==> config.mk <==
export PLATFORM = sky130hd
export DESIGN_NAME = button_event_autorepeat
export DESIGN_NICKNAME = d
export VERILOG_FILES = /design/src/design/bea_pkg.sv /design/src/design/button_event_autorepeat.sv /design/src/design/bea_ram.sv
export SDC_FILE = /design/constraint.sdc
export NUM_CORES = 1
export LEC_CHECK = 0
export ABC_AREA = 1
export BUFFER_PORTS_ARGS = -buffer_cell sky130_fd_sc_hd__buf_2
export CAP_MARGIN = 10
export CORE_ASPECT_RATIO = 2
export CORE_MARGIN = 2
export CORE_UTILIZATION = 40
export DETAILED_ROUTE_END_ITERATION = 6
export GPL_ROUTABILITY_DRIVEN = 0
export MAX_ROUTING_LAYER = met4
export PLACE_DENSITY = 0.6
export SLEW_MARGIN = 30
export SYNTH_ARGS = -nofsm -noshare
export SYNTH_HDL_FRONTEND = slang
export SYNTH_HIERARCHICAL = 1
export SYNTH_SLANG_ARGS = --single-unit
==> constraint.sdc <==
create_clock -name clk -period 5.79 [get_ports clk]
set_clock_uncertainty 0.15 [all_clocks]
set_input_delay 0.2895 -clock clk [delete_from_list [all_inputs] [get_ports clk]]
set_output_delay 0.2895 -clock clk [all_outputs]
set_load 0.01 [all_outputs]
==> src/design/bea_pkg.sv <==
// Shared types and codes for the button event auto-repeat block.
package bea_pkg;

  // Kind of one result.
  typedef enum logic [2:0] {
    EV_NONE      = 3'd0,
    EV_PRESS     = 3'd1,
    EV_RELEASE   = 3'd2,
    EV_LINK_UP   = 3'd3,
    EV_LINK_LOST = 3'd4
  } event_kind_t;

  // Meaning of the action field of a request.
  localparam logic ACT_REPORT = 1'b0;
  localparam logic ACT_TICK   = 1'b1;

  // Configuration register indexes.
  localparam int CFG_IDX_BITS = 3;
  typedef logic [CFG_IDX_BITS-1:0] cfg_idx_t;
  localparam cfg_idx_t CFG_HOLD_DELAY = 3'd0;
  localparam cfg_idx_t CFG_REPEAT     = 3'd1;
  localparam cfg_idx_t CFG_WATCHDOG   = 3'd2;
  localparam cfg_idx_t CFG_REP_ENABLE = 3'd3;

  // Register reset values.
  localparam logic [15:0] HOLD_DELAY_RST = 16'd500;
  localparam logic [15:0] REPEAT_RST     = 16'd100;
  localparam logic [15:0] WATCHDOG_RST   = 16'd1000;

endpackage

==> src/design/button_event_autorepeat.sv <==
// Button event decoder with typematic auto-repeat and a link watchdog.
// Each request starts a walk: a leading step for the link event, then one step per entry of
// the hold-timer RAM, one entry per cycle while the walk is not stalled. A new request is
// accepted as the walk of the previous one issues its last step.
// Results leave at one per cycle; a full output register stalls the walk until it is taken.
// Reset (synchronous, rst_n low): registers take their documented values, all timers stop.
module button_event_autorepeat #(
  parameter int BUTTON_COUNT = 7,
  parameter int TIMER_BITS   = 16
) (
  input  logic                       clk,
  input  logic                       rst_n,
  // Request channel
  input  logic                       in_valid,
  output logic                       in_ready,
  input  logic                       in_action,
  input  logic [6:0]                 in_button_flags,
  // Result channel
  output logic                       out_valid,
  input  logic                       out_ready,
  output bea_pkg::event_kind_t       out_event_kind,
  output logic [2:0]                 out_button_index,
  output logic                       out_is_repeat,
  output logic                       out_last_event,
  // Configuration write channel
  input  logic                       cfg_valid,
  output logic                       cfg_ready,
  input  logic [bea_pkg::CFG_IDX_BITS-1:0] cfg_index,
  input  logic [15:0]                cfg_data
);

  import bea_pkg::*;

  // Address width of the hold-timer RAM and width of the walk step counter.
  // Step 0 is the link step; step k handles button k-1.
  localparam int AW = (BUTTON_COUNT > 1) ? $clog2(BUTTON_COUNT) : 1;
  localparam int SW = $clog2(BUTTON_COUNT + 1);
  localparam logic [SW-1:0] STEP_LAST = SW'(BUTTON_COUNT);

  typedef logic [TIMER_BITS-1:0]   timer_t;
  typedef logic [BUTTON_COUNT-1:0] bmask_t;
  typedef logic [SW-1:0]           step_t;
  typedef logic [AW-1:0]           addr_t;

  localparam timer_t TIMER_ONE = TIMER_BITS'(1);

  // ---------------------------------------------------------------------------
  // Configuration registers. Users write only while idle; the block does not enforce this.
  // ---------------------------------------------------------------------------
  logic [15:0] cfg_hold_r;
  logic [15:0] cfg_repeat_r;
  logic [15:0] cfg_wd_r;
  logic        cfg_en_r;

  assign cfg_ready = 1'b1;

  always_ff @(posedge clk) begin
    if (!rst_n) begin
      cfg_hold_r   <= HOLD_DELAY_RST;
      cfg_repeat_r <= REPEAT_RST;
      cfg_wd_r     <= WATCHDOG_RST;
      cfg_en_r     <= 1'b1;
    end else if (cfg_valid && cfg_ready) begin
      unique case (cfg_index)
        CFG_HOLD_DELAY: cfg_hold_r   <= cfg_data;
        CFG_REPEAT:     cfg_repeat_r <= cfg_data;
        CFG_WATCHDOG:   cfg_wd_r     <= cfg_data;
        CFG_REP_ENABLE: cfg_en_r     <= cfg_data[0];
        default: ;
      endcase
    end
  end

  // Timer load values, fitted to the timer width.
  timer_t hold_load;
  timer_t repeat_load;
  timer_t wd_load;

  assign hold_load   = TIMER_BITS'(cfg_hold_r);
  assign repeat_load = TIMER_BITS'(cfg_repeat_r);
  assign wd_load     = TIMER_BITS'(cfg_wd_r);

  // ---------------------------------------------------------------------------
  // Pipeline control. The whole walk moves when the output register can load.
  // ---------------------------------------------------------------------------
  logic out_valid_r;
  logic adv;
  logic in_accept;

  // Walk issue stage (A): item information and the step whose RAM read is issued.
  logic        a_busy_r;
  step_t       a_step_r;
  logic        a_action_r;
  bmask_t      a_mask_r;
  bmask_t      a_rises_r;
  event_kind_t a_link_ev_r;

  assign adv       = !out_valid_r || out_ready;
  assign in_ready  = !a_busy_r || ((a_step_r == STEP_LAST) && adv);
  assign in_accept = in_valid && in_ready;

  // ---------------------------------------------------------------------------
  // Small state held in flip-flops: button history, running timers, watchdog.
  // These are brought up to date when a request is accepted; the walk then
  // only has to deal with the per-button counters in RAM.
  // ---------------------------------------------------------------------------
  bmask_t prev_r;
  bmask_t active_r;
  timer_t wd_cnt_r;
  logic   wd_act_r;
  logic   link_r;
  bmask_t due_r;      // counter of each button is at 1 or 0, so it fires on the next tick

  bmask_t flags;
  bmask_t rises;
  bmask_t falls;
  logic   wd_lost;

  assign flags   = BUTTON_COUNT'(in_button_flags);
  assign rises   = flags & ~prev_r;
  assign falls   = ~flags & prev_r;
  assign wd_lost = wd_act_r && (wd_cnt_r <= TIMER_ONE);

  always_ff @(posedge clk) begin
    if (!rst_n) begin
      prev_r   <= '0;
      active_r <= '0;
      wd_cnt_r <= '0;
      wd_act_r <= 1'b0;
      link_r   <= 1'b0;
    end else if (in_accept) begin
      if (in_action == ACT_REPORT) begin
        // A report reloads the watchdog and brings the link up.
        prev_r   <= flags;
        active_r <= (active_r & ~falls) | rises;
        wd_cnt_r <= wd_load;
        wd_act_r <= 1'b1;
        link_r   <= 1'b1;
      end else if (wd_act_r) begin
        if (wd_lost) begin
          // Link lost: every hold timer stops, but the button history stays.
          wd_cnt_r <= '0;
          wd_act_r <= 1'b0;
          link_r   <= 1'b0;
          active_r <= '0;
        end else begin
          wd_cnt_r <= wd_cnt_r - TIMER_ONE;
        end
      end
    end
  end

  // Issue stage: latch what the walk needs to know about the accepted request.
  always_ff @(posedge clk) begin
    if (!rst_n) begin
      a_busy_r <= 1'b0;
      a_step_r <= '0;
    end else if (in_accept) begin
      a_busy_r <= 1'b1;
      a_step_r <= '0;
    end else if (adv && a_busy_r) begin
      if (a_step_r == STEP_LAST) begin
        a_busy_r <= 1'b0;
      end else begin
        a_step_r <= a_step_r + 1'b1;
      end
    end
  end

  always_ff @(posedge clk) begin
    if (in_accept) begin
      a_action_r <= in_action;
      if (in_action == ACT_REPORT) begin
        a_mask_r    <= rises | falls;
        a_rises_r   <= rises;
        a_link_ev_r <= link_r ? EV_NONE : EV_LINK_UP;
      end else begin
        // For a tick the mask is the set of running timers, none after a link loss.
        a_mask_r    <= wd_lost ? '0 : active_r;
        a_rises_r   <= '0;
        a_link_ev_r <= wd_lost ? EV_LINK_LOST : EV_NONE;
      end
    end
  end

  // ---------------------------------------------------------------------------
  // Hold-timer RAM. Read is issued in stage A, data is used and written back
  // in stage B. Should an entry be read in the same cycle as it is written, the
  // written value is forwarded.
  // ---------------------------------------------------------------------------
  logic   ram_we;
  addr_t  ram_waddr;
  timer_t ram_wdata;
  logic   ram_re;
  addr_t  ram_raddr;
  timer_t ram_rdata;
  logic   fwd_r;
  timer_t fwd_data_r;

  assign ram_re    = adv && a_busy_r && (a_step_r != '0);
  assign ram_raddr = AW'(a_step_r - 1'b1);

  bea_ram #(
    .WIDTH (TIMER_BITS),
    .DEPTH (BUTTON_COUNT)
  ) u_hold_ram (
    .clk   (clk),
    .we    (ram_we),
    .waddr (ram_waddr),
    .wdata (ram_wdata),
    .re    (ram_re),
    .raddr (ram_raddr),
    .rdata (ram_rdata)
  );

  // Execute stage (B).
  logic        b_valid_r;
  step_t       b_step_r;
  logic        b_action_r;
  bmask_t      b_mask_r;
  bmask_t      b_rises_r;
  event_kind_t b_link_ev_r;

  always_ff @(posedge clk) begin
    if (!rst_n) begin
      b_valid_r <= 1'b0;
      fwd_r     <= 1'b0;
    end else if (adv) begin
      b_valid_r <= a_busy_r;
      fwd_r     <= ram_we && ram_re && (ram_waddr == ram_raddr);
    end
  end

  always_ff @(posedge clk) begin
    if (adv) begin
      b_step_r    <= a_step_r;
      b_action_r  <= a_action_r;
      b_mask_r    <= a_mask_r;
      b_rises_r   <= a_rises_r;
      b_link_ev_r <= a_link_ev_r;
      fwd_data_r  <= ram_wdata;
    end
  end

  logic        b_head;
  addr_t       b_idx;
  timer_t      cur;
  logic        cur_due;
  bmask_t      ev_mask;
  bmask_t      above;
  logic        more;
  logic        b_hit;
  logic        b_emit;
  logic        b_write;
  event_kind_t b_kind;
  logic        b_rep;

  assign b_head  = (b_step_r == '0);
  assign b_idx   = AW'(b_step_r - 1'b1);
  assign cur     = fwd_r ? fwd_data_r : ram_rdata;
  assign cur_due = (cur <= TIMER_ONE);

  // Buttons of this request that give a result. For a tick these are the
  // running timers about to fire; the due bits of buttons not yet visited
  // still describe their counters before this tick.
  assign ev_mask = (b_action_r == ACT_REPORT) ? b_mask_r
                                               : (b_mask_r & due_r & {BUTTON_COUNT{cfg_en_r}});

  // Buttons after the current step.
  always_comb begin
    for (int j = 0; j < BUTTON_COUNT; j++) begin
      above[j] = (SW'(j) >= b_step_r);
    end
  end

  assign more  = |(ev_mask & above);
  assign b_hit = !b_head && b_mask_r[b_idx];

  always_comb begin
    b_emit    = 1'b0;
    b_write   = 1'b0;
    b_kind    = EV_NONE;
    b_rep     = 1'b0;
    ram_wdata = hold_load;
    if (b_head) begin
      // Link event, or the single empty result when nothing else follows.
      b_emit = (b_link_ev_r != EV_NONE) || !more;
      b_kind = b_link_ev_r;
    end else if (b_action_r == ACT_REPORT) begin
      b_emit  = b_hit;
      b_write = b_hit && b_rises_r[b_idx];
      b_kind  = b_rises_r[b_idx] ? EV_PRESS : EV_RELEASE;
    end else begin
      // Running timer: count down, or fire and reload with the repeat interval.
      b_write   = b_hit;
      ram_wdata = cur_due ? repeat_load : (cur - TIMER_ONE);
      b_emit    = b_hit && cur_due && cfg_en_r;
      b_kind    = EV_PRESS;
      b_rep     = 1'b1;
    end
  end

  assign ram_we    = adv && b_valid_r && b_write;
  assign ram_waddr = b_idx;

  always_ff @(posedge clk) begin
    if (!rst_n) begin
      due_r <= '0;
    end else if (ram_we) begin
      due_r[b_idx] <= (ram_wdata <= TIMER_ONE);
    end
  end

  // ---------------------------------------------------------------------------
  // Output register.
  // ---------------------------------------------------------------------------
  event_kind_t out_kind_r;
  logic [2:0]  out_idx_r;
  logic        out_rep_r;
  logic        out_last_r;

  always_ff @(posedge clk) begin
    if (!rst_n) begin
      out_valid_r <= 1'b0;
    end else if (adv) begin
      out_valid_r <= b_valid_r && b_emit;
    end
  end

  always_ff @(posedge clk) begin
    if (adv) begin
      out_kind_r <= b_kind;
      out_idx_r  <= b_head ? 3'd0 : 3'(b_idx);
      out_rep_r  <= b_rep;
      out_last_r <= !more;
    end
  end

  assign out_valid        = out_valid_r;
  assign out_event_kind   = out_kind_r;
  assign out_button_index = out_idx_r;
  assign out_is_repeat    = out_rep_r;
  assign out_last_event   = out_last_r;

`ifndef SYNTH
  // A repeat flag only ever accompanies a press.
  a_repeat_is_press : assert property (@(posedge clk) disable iff (!rst_n)
    out_valid && out_is_repeat |-> out_event_kind == EV_PRESS)
    else $error("repeat flag on a result that is not a press");

  // A new request only enters once the walk of the previous one is finishing.
  a_accept_slot : assert property (@(posedge clk) disable iff (!rst_n)
    in_accept |-> !a_busy_r || (a_step_r == STEP_LAST))
    else $error("request accepted in the middle of a walk");

  // The link comes up only through an accepted report.
  a_link_rise : assert property (@(posedge clk) disable iff (!rst_n)
    $rose(link_r) |-> $past(in_accept && (in_action == ACT_REPORT)))
    else $error("link came up without a report");

  // The RAM is never written while the walk is stalled.
  a_no_write_stalled : assert property (@(posedge clk) disable iff (!rst_n)
    out_valid_r && !out_ready |-> !ram_we)
    else $error("hold timer written during a stall");

  // The link step always comes first: a link event never follows a button event.
  a_link_first : assert property (@(posedge clk) disable iff (!rst_n)
    adv && b_valid_r && !b_head |-> (b_kind == EV_PRESS) || (b_kind == EV_RELEASE))
    else $error("button step produced a non-button event kind");
`endif

endmodule

==> src/design/bea_ram.sv <==
// Generic single-port-write, single-port-read RAM with a registered read.
module bea_ram #(
  parameter int WIDTH = 16,
  parameter int DEPTH = 8
) (
  input  logic                                   clk,
  input  logic                                   we,
  input  logic [((DEPTH > 1) ? $clog2(DEPTH) : 1)-1:0] waddr,
  input  logic [WIDTH-1:0]                       wdata,
  input  logic                                   re,
  input  logic [((DEPTH > 1) ? $clog2(DEPTH) : 1)-1:0] raddr,
  output logic [WIDTH-1:0]                       rdata
);

  logic [WIDTH-1:0] mem_r [DEPTH];

  always_ff @(posedge clk) begin
    if (we) begin
      mem_r[waddr] <= wdata;
    end
    if (re) begin
      rdata <= mem_r[raddr];
    end
  end

endmodule

==> report_table.html <==
<table>
<tr><th>Metric</th><th>Value</th></tr>
<tr><th colspan="2">Outcome</th></tr>
<tr><td>Run status</td><td>complete, no violations</td></tr>
<tr><th colspan="2">Routing</th></tr>
<tr><td>Count of nets left with antenna violations after detail routing</td><td>0</td></tr>
<tr><td>Average wire length per cell after detail routing</td><td>17.05 um</td></tr>
<tr><td>Total wirelength of the detailed-routed design</td><td>33.78 mm</td></tr>
<tr><td>Detail-routed via count per cell</td><td>5.073</td></tr>
<tr><td>DRC violation count after routing</td><td>0</td></tr>
<tr><td>First-pass DRT Iterations</td><td>5</td></tr>
<tr><td>Via count</td><td>10,050</td></tr>
<tr><td>First-iteration detailed-routing DRC count</td><td>481</td></tr>
<tr><th colspan="2">Placed design</th></tr>
<tr><td>Placed wire-length estimate</td><td>23.79 mm</td></tr>
<tr><td>Port buffer count</td><td>41</td></tr>
<tr><td>Cell count after placement</td><td>1,908</td></tr>
<tr><th colspan="2">CTS</th></tr>
<tr><td>H-Tree Level Count</td><td>1</td></tr>
<tr><td>Maximum count of clock buffers along a single path</td><td>3</td></tr>
<tr><td>Postcts setup bufs</td><td>0</td></tr>
<tr><td>Clock root cell</td><td>sky130_fd_sc_hd__clkbuf_16</td></tr>
<tr><td>Post-cts gate resize count</td><td>0</td></tr>
<tr><td>Number of sinks driven by the clock tree</td><td>284</td></tr>
<tr><td>CTS clk-pin slew, worst paths</td><td>0.07 ns</td></tr>
<tr><td>TritonCTS clock tree</td><td>done</td></tr>
<tr><td>Clock Latency Late Sink</td><td>0.54 ns</td></tr>
<tr><td>CTS Buf Count</td><td>25</td></tr>
<tr><th colspan="2">Cells and area</th></tr>
<tr><td>Post-Layout Cell Count</td><td>1,981</td></tr>
<tr><td>Inserted Diodes</td><td>0</td></tr>
<tr><td>Most used cells in the layout excluding fill and tap cells</td><td>380 x sky130_fd_sc_hd__nand2_1, 189 x sky130_fd_sc_hd__edfxtp_1, 176 x sky130_fd_sc_hd__inv_1, 128 x sky130_fd_sc_hd__nor2_1, 123 x sky130_fd_sc_hd__nand3_1</td></tr>
<tr><td>Multi-input combinational cell area</td><td>0.004663 mm^2</td></tr>
<tr><td>Total area of sequential cells</td><td>0.007577 mm^2</td></tr>
<tr><td>Fill cell instance count of the final layout</td><td>3,174</td></tr>
<tr><td>Most frequent standard cell in the layout excluding fill and tap cells</td><td>sky130_fd_sc_hd__nand2_1</td></tr>
<tr><td>Layout cells sized above 1</td><td>10.39%</td></tr>
<tr><td>Synthesis-to-layout area growth</td><td>11.85%</td></tr>
<tr><td>Final layout net count</td><td>1,591</td></tr>
<tr><th colspan="2">STA</th></tr>
<tr><td>Final count of negative-setup-slack endpoints</td><td>0</td></tr>
<tr><td>Max Fclk</td><td>0.2572 GHz</td></tr>
<tr><td>Share of the cycle needed by the critical path after routing</td><td>67.16%</td></tr>
<tr><td>Min cycle time layout</td><td>3.889 ns</td></tr>
<tr><td>Headroom to the max-slew limit</td><td>41.11%</td></tr>
<tr><td>Number of hold violations in the final report</td><td>0</td></tr>
<tr><td>Worst-Margin Slew</td><td>0.8821 ns</td></tr>
<tr><td>RSZ-0062 raised after global routing</td><td>no</td></tr>
<tr><td>Final Slew Violations</td><td>0</td></tr>
<tr><td>Aggregate negative setup slack</td><td>0 ns</td></tr>
<tr><th colspan="2">Worst setup path</th></tr>
<tr><td>Worst reg-to-reg setup slack</td><td>1.90 ns</td></tr>
<tr><td>Reg2Reg Launch Point</td><td>b_step_r[0]</td></tr>
<tr><td>Launch point of the critical path</td><td>b_step_r[0]</td></tr>
<tr><td>Crit end category</td><td>register</td></tr>
<tr><td>Crit path required time</td><td>6.10 ns</td></tr>
<tr><td>Crit path DAT</td><td>4.20 ns</td></tr>
<tr><td>Stage delay of the slowest cell on the critical path</td><td>0.75 ns</td></tr>
<tr><td>Number of cells on the worst reg-to-reg path</td><td>13</td></tr>
<tr><td>Slowest cell on the critical path</td><td>sky130_fd_sc_hd__edfxtp_1</td></tr>
<tr><td>Kind of critical path</td><td>reg -&gt; reg</td></tr>
<tr><td>Worst Setup EP</td><td>due_r[2]</td></tr>
<tr><td>Crit-path cells</td><td>inv_2, ha_1, inv_1, nor2_1, nor2_2, inv_1, nand2_1, nand2_1, nor2_1, nand2_1, nor2_4, nand3_4, a21oi_2</td></tr>
<tr><td>Destination of the worst register-to-register timing path</td><td>due_r[2]</td></tr>
<tr><td>Element type at the critical path start</td><td>register</td></tr>
<tr><td>Most frequent cell on the critical path</td><td>sky130_fd_sc_hd__nand2_1</td></tr>
<tr><td>Worst Path Max Fanout</td><td>18</td></tr>
<tr><th colspan="2">Global route</th></tr>
<tr><td>Overflow left after global routing</td><td>0</td></tr>
<tr><td>Vias in the first global route</td><td>9,816</td></tr>
<tr><td>Antenna violations before repair</td><td>0</td></tr>
<tr><td>Global router's overall resource usage</td><td>19.90%</td></tr>
<tr><td>Global-route wire length before repair</td><td>52.50 mm</td></tr>
<tr><td>Pin count of the biggest net entering global routing</td><td>77</td></tr>
<tr><th colspan="2">Floorplanning</th></tr>
<tr><td>Height of the die</td><td>261.7 um</td></tr>
<tr><td>Top-level I/O count</td><td>43</td></tr>
<tr><td>Cell row count</td><td>94</td></tr>
<tr><td>Starting Density</td><td>40.47%</td></tr>
<tr><td>Die footprint</td><td>0.03476 mm^2</td></tr>
<tr><td>DIE WIDTH</td><td>132.8 um</td></tr>
<tr><td>Placeable core region</td><td>0.03281 mm^2</td></tr>
<tr><th colspan="2">Hold path</th></tr>
<tr><td>Worst hold-check path type</td><td>in -&gt; reg</td></tr>
<tr><th colspan="2">Yosys</th></tr>
<tr><td>Yosys warns</td><td>6</td></tr>
<tr><td>Proportion of register bits with asynchronous set or reset after synthesis</td><td>0%</td></tr>
<tr><td>Synth Instances</td><td>1,483</td></tr>
<tr><td>Sequential cell area fraction in the yosys report</td><td>57.06%</td></tr>
<tr><td>Post-synthesis average cell area</td><td>8.954 um^2</td></tr>
<tr><td>Commonest register cell after synthesis</td><td>sky130_fd_sc_hd__edfxtp_1</td></tr>
<tr><td>Number of flops mapped to enable cells by yosys</td><td>189</td></tr>
<tr><td>Netlist area before placement</td><td>0.01328 mm^2</td></tr>
<tr><td>Post-Synthesis Net Count</td><td>1,541</td></tr>
<tr><td>Register bit total from synthesis</td><td>284</td></tr>
<tr><td>Post-synth cell types</td><td>45</td></tr>
<tr><th colspan="2">Job</th></tr>
<tr><td># Max-Cap Violations</td><td>0</td></tr>
<tr><th colspan="2">Power and ir drop</th></tr>
<tr><td>Power Dens Cells</td><td>290.0 mW/mm^2</td></tr>
<tr><td>Worst VDD drop</td><td>249.2 uV</td></tr>
<tr><td>Leakage Power</td><td>6.356 nW</td></tr>
</table>
[timing repair]
action / CTS / global route
setup endpoints to repair: 0 / 0
hold buffers: 30 / 0
endpoints found under the hold margin: 59 / 0
[metal layers]
metal	share of wire, %	vias up	track usage (%)	wire [um]
met4	4.4	0	9.349	1498
met3	2.7	77	1.389	900
met2	57	204	39.54	19290
li1	-	4938	-	-
met5	0	-	-	0
met1	36	4831	19.25	12090
[logic make-up after synthesis]
logic type                 after synthesis  synth area share [%]
AOI/OAI and AO/OA                      203                 8.593
xor gates and xnor gates                15                0.9893
adders and majority gates               26                 2.450
buffers and inverters                  250                 7.934
DFF                                    284                 57.06
other                                    1               0.02824
and+or+nand+nor                        704                 22.94
[worst max-delay path: cells and delay by family, from the launching register on]
| family | cells | cell delay (ns) |
|---|---|---|
| and+or+nand+nor | 8 | 1.75 |
| DFF | 1 | 0.75 |
| buffers and inverters | 3 | 0.72 |
| adders and majority gates | 1 | 0.27 |
| AOI/OAI and AO/OA | 1 | 0.16 |
[worst min-delay path by stage]
stage / start / endpoint / slack (ns) / cells past startpoint
2_1_floorplan: in_action / a_action_r / 0.24 / 0
3_3_place_gp: a_mask_r[4] / b_mask_r[4] / 0.25 / 0
3_5_place_dp: a_rises_r[2] / b_rises_r[2] / 0.25 / 0
4_1_cts: in_action / a_action_r / 0.02 / 1
5_1_grt: in_action / a_action_r / 0.05 / 1
6_report: in_action / a_action_r / 0.05 / 1
[state kept, by name, summed over array words and instances (netlist names), 2 cells and up]
signal / count
a_link_ev_r: 2
a_mask_r: 7
a_rises_r: 7
a_step_r: 3
active_r: 7
b_link_ev_r: 2
b_mask_r: 7
b_rises_r: 7
b_step_r: 3
cfg_hold_r: 16
cfg_repeat_r: 16
cfg_wd_r: 16
due_r: 7
fwd_data_r: 16
out_button_index: 3
out_event_kind: 3
prev_r: 7
u_hold_ram/mem_r: 112
u_hold_ram/rdata: 16
wd_cnt_r: 16
[where the power goes]
group	switching, W	internal [W]
Clock	0.000743	0.000823
Combinational	0.000300	0.000142
Sequential	0.0000438	0.00226
Total	0.00109	0.00322
[cells in the mapped netlist (3+ instances only)]
library cell,count,area (um^2)
sky130_fd_sc_hd__buf_2,8,40.04
sky130_fd_sc_hd__nand3_1,123,615.6
sky130_fd_sc_hd__nand2_1,380,1426
sky130_fd_sc_hd__clkbuf_1,38,142.6
sky130_fd_sc_hd__inv_1,176,660.6
sky130_fd_sc_hd__xor2_1,10,87.58
sky130_fd_sc_hd__o21ai_0,92,460.4
sky130_fd_sc_hd__a21oi_1,73,365.4
sky130_fd_sc_hd__dfxtp_1,95,1902
sky130_fd_sc_hd__o21ai_1,7,35.03
sky130_fd_sc_hd__nor2_2,5,31.28
sky130_fd_sc_hd__inv_2,6,22.52
sky130_fd_sc_hd__or2_2,14,87.58
sky130_fd_sc_hd__buf_6,10,112.6
sky130_fd_sc_hd__nor2_4,6,67.56
sky130_fd_sc_hd__a221oi_1,9,78.83
sky130_fd_sc_hd__nor4_1,3,18.77
sky130_fd_sc_hd__nand3b_1,5,37.54
sky130_fd_sc_hd__edfxtp_1,189,5675
sky130_fd_sc_hd__nand2_2,12,75.07
sky130_fd_sc_hd__nor2_1,129,484.2
sky130_fd_sc_hd__xnor2_1,5,43.79
sky130_fd_sc_hd__nand4_1,8,50.05
sky130_fd_sc_hd__ha_1,26,325.3
sky130_fd_sc_hd__buf_4,8,60.06
sky130_fd_sc_hd__nor3_1,11,55.05
sky130_fd_sc_hd__o211ai_1,3,22.52
sky130_fd_sc_hd__nand2_4,3,33.78
sky130_fd_sc_hd__a21oi_2,8,70.07
[cell type report]
type	instances	share of cell area, %
well taps	432	3.639
multi-input cells	949	31.40
inverters	184	4.650
clock buffers	30	4.482
flip-flops and latches	284	51.02
repair buffers	89	4.313
clock inverters	13	0.5054
[through the flow]
step / utilization, % / area [um^2] / power [W] / setup slack, ns / hold WS (ns)
finish: 45.26 / 14850 / 0.004308 / 1.902 / 0.04959
global route: 45.26 / 14850 / 0.004476 / 1.676 / 0.05308
CTS: 45.26 / 14850 / 0.004353 / 1.926 / 0.02438
detailed placement: 42.09 / 13810 / 0.002772 / 1.948 / 0.2545
global placement: 42.08 / 13810 / 0.002765 / 1.647 / 0.2530
floorplan: - / 13280 / 0.002629 / 1.862 / 0.2384
Power figures use the tool's default switching activity.
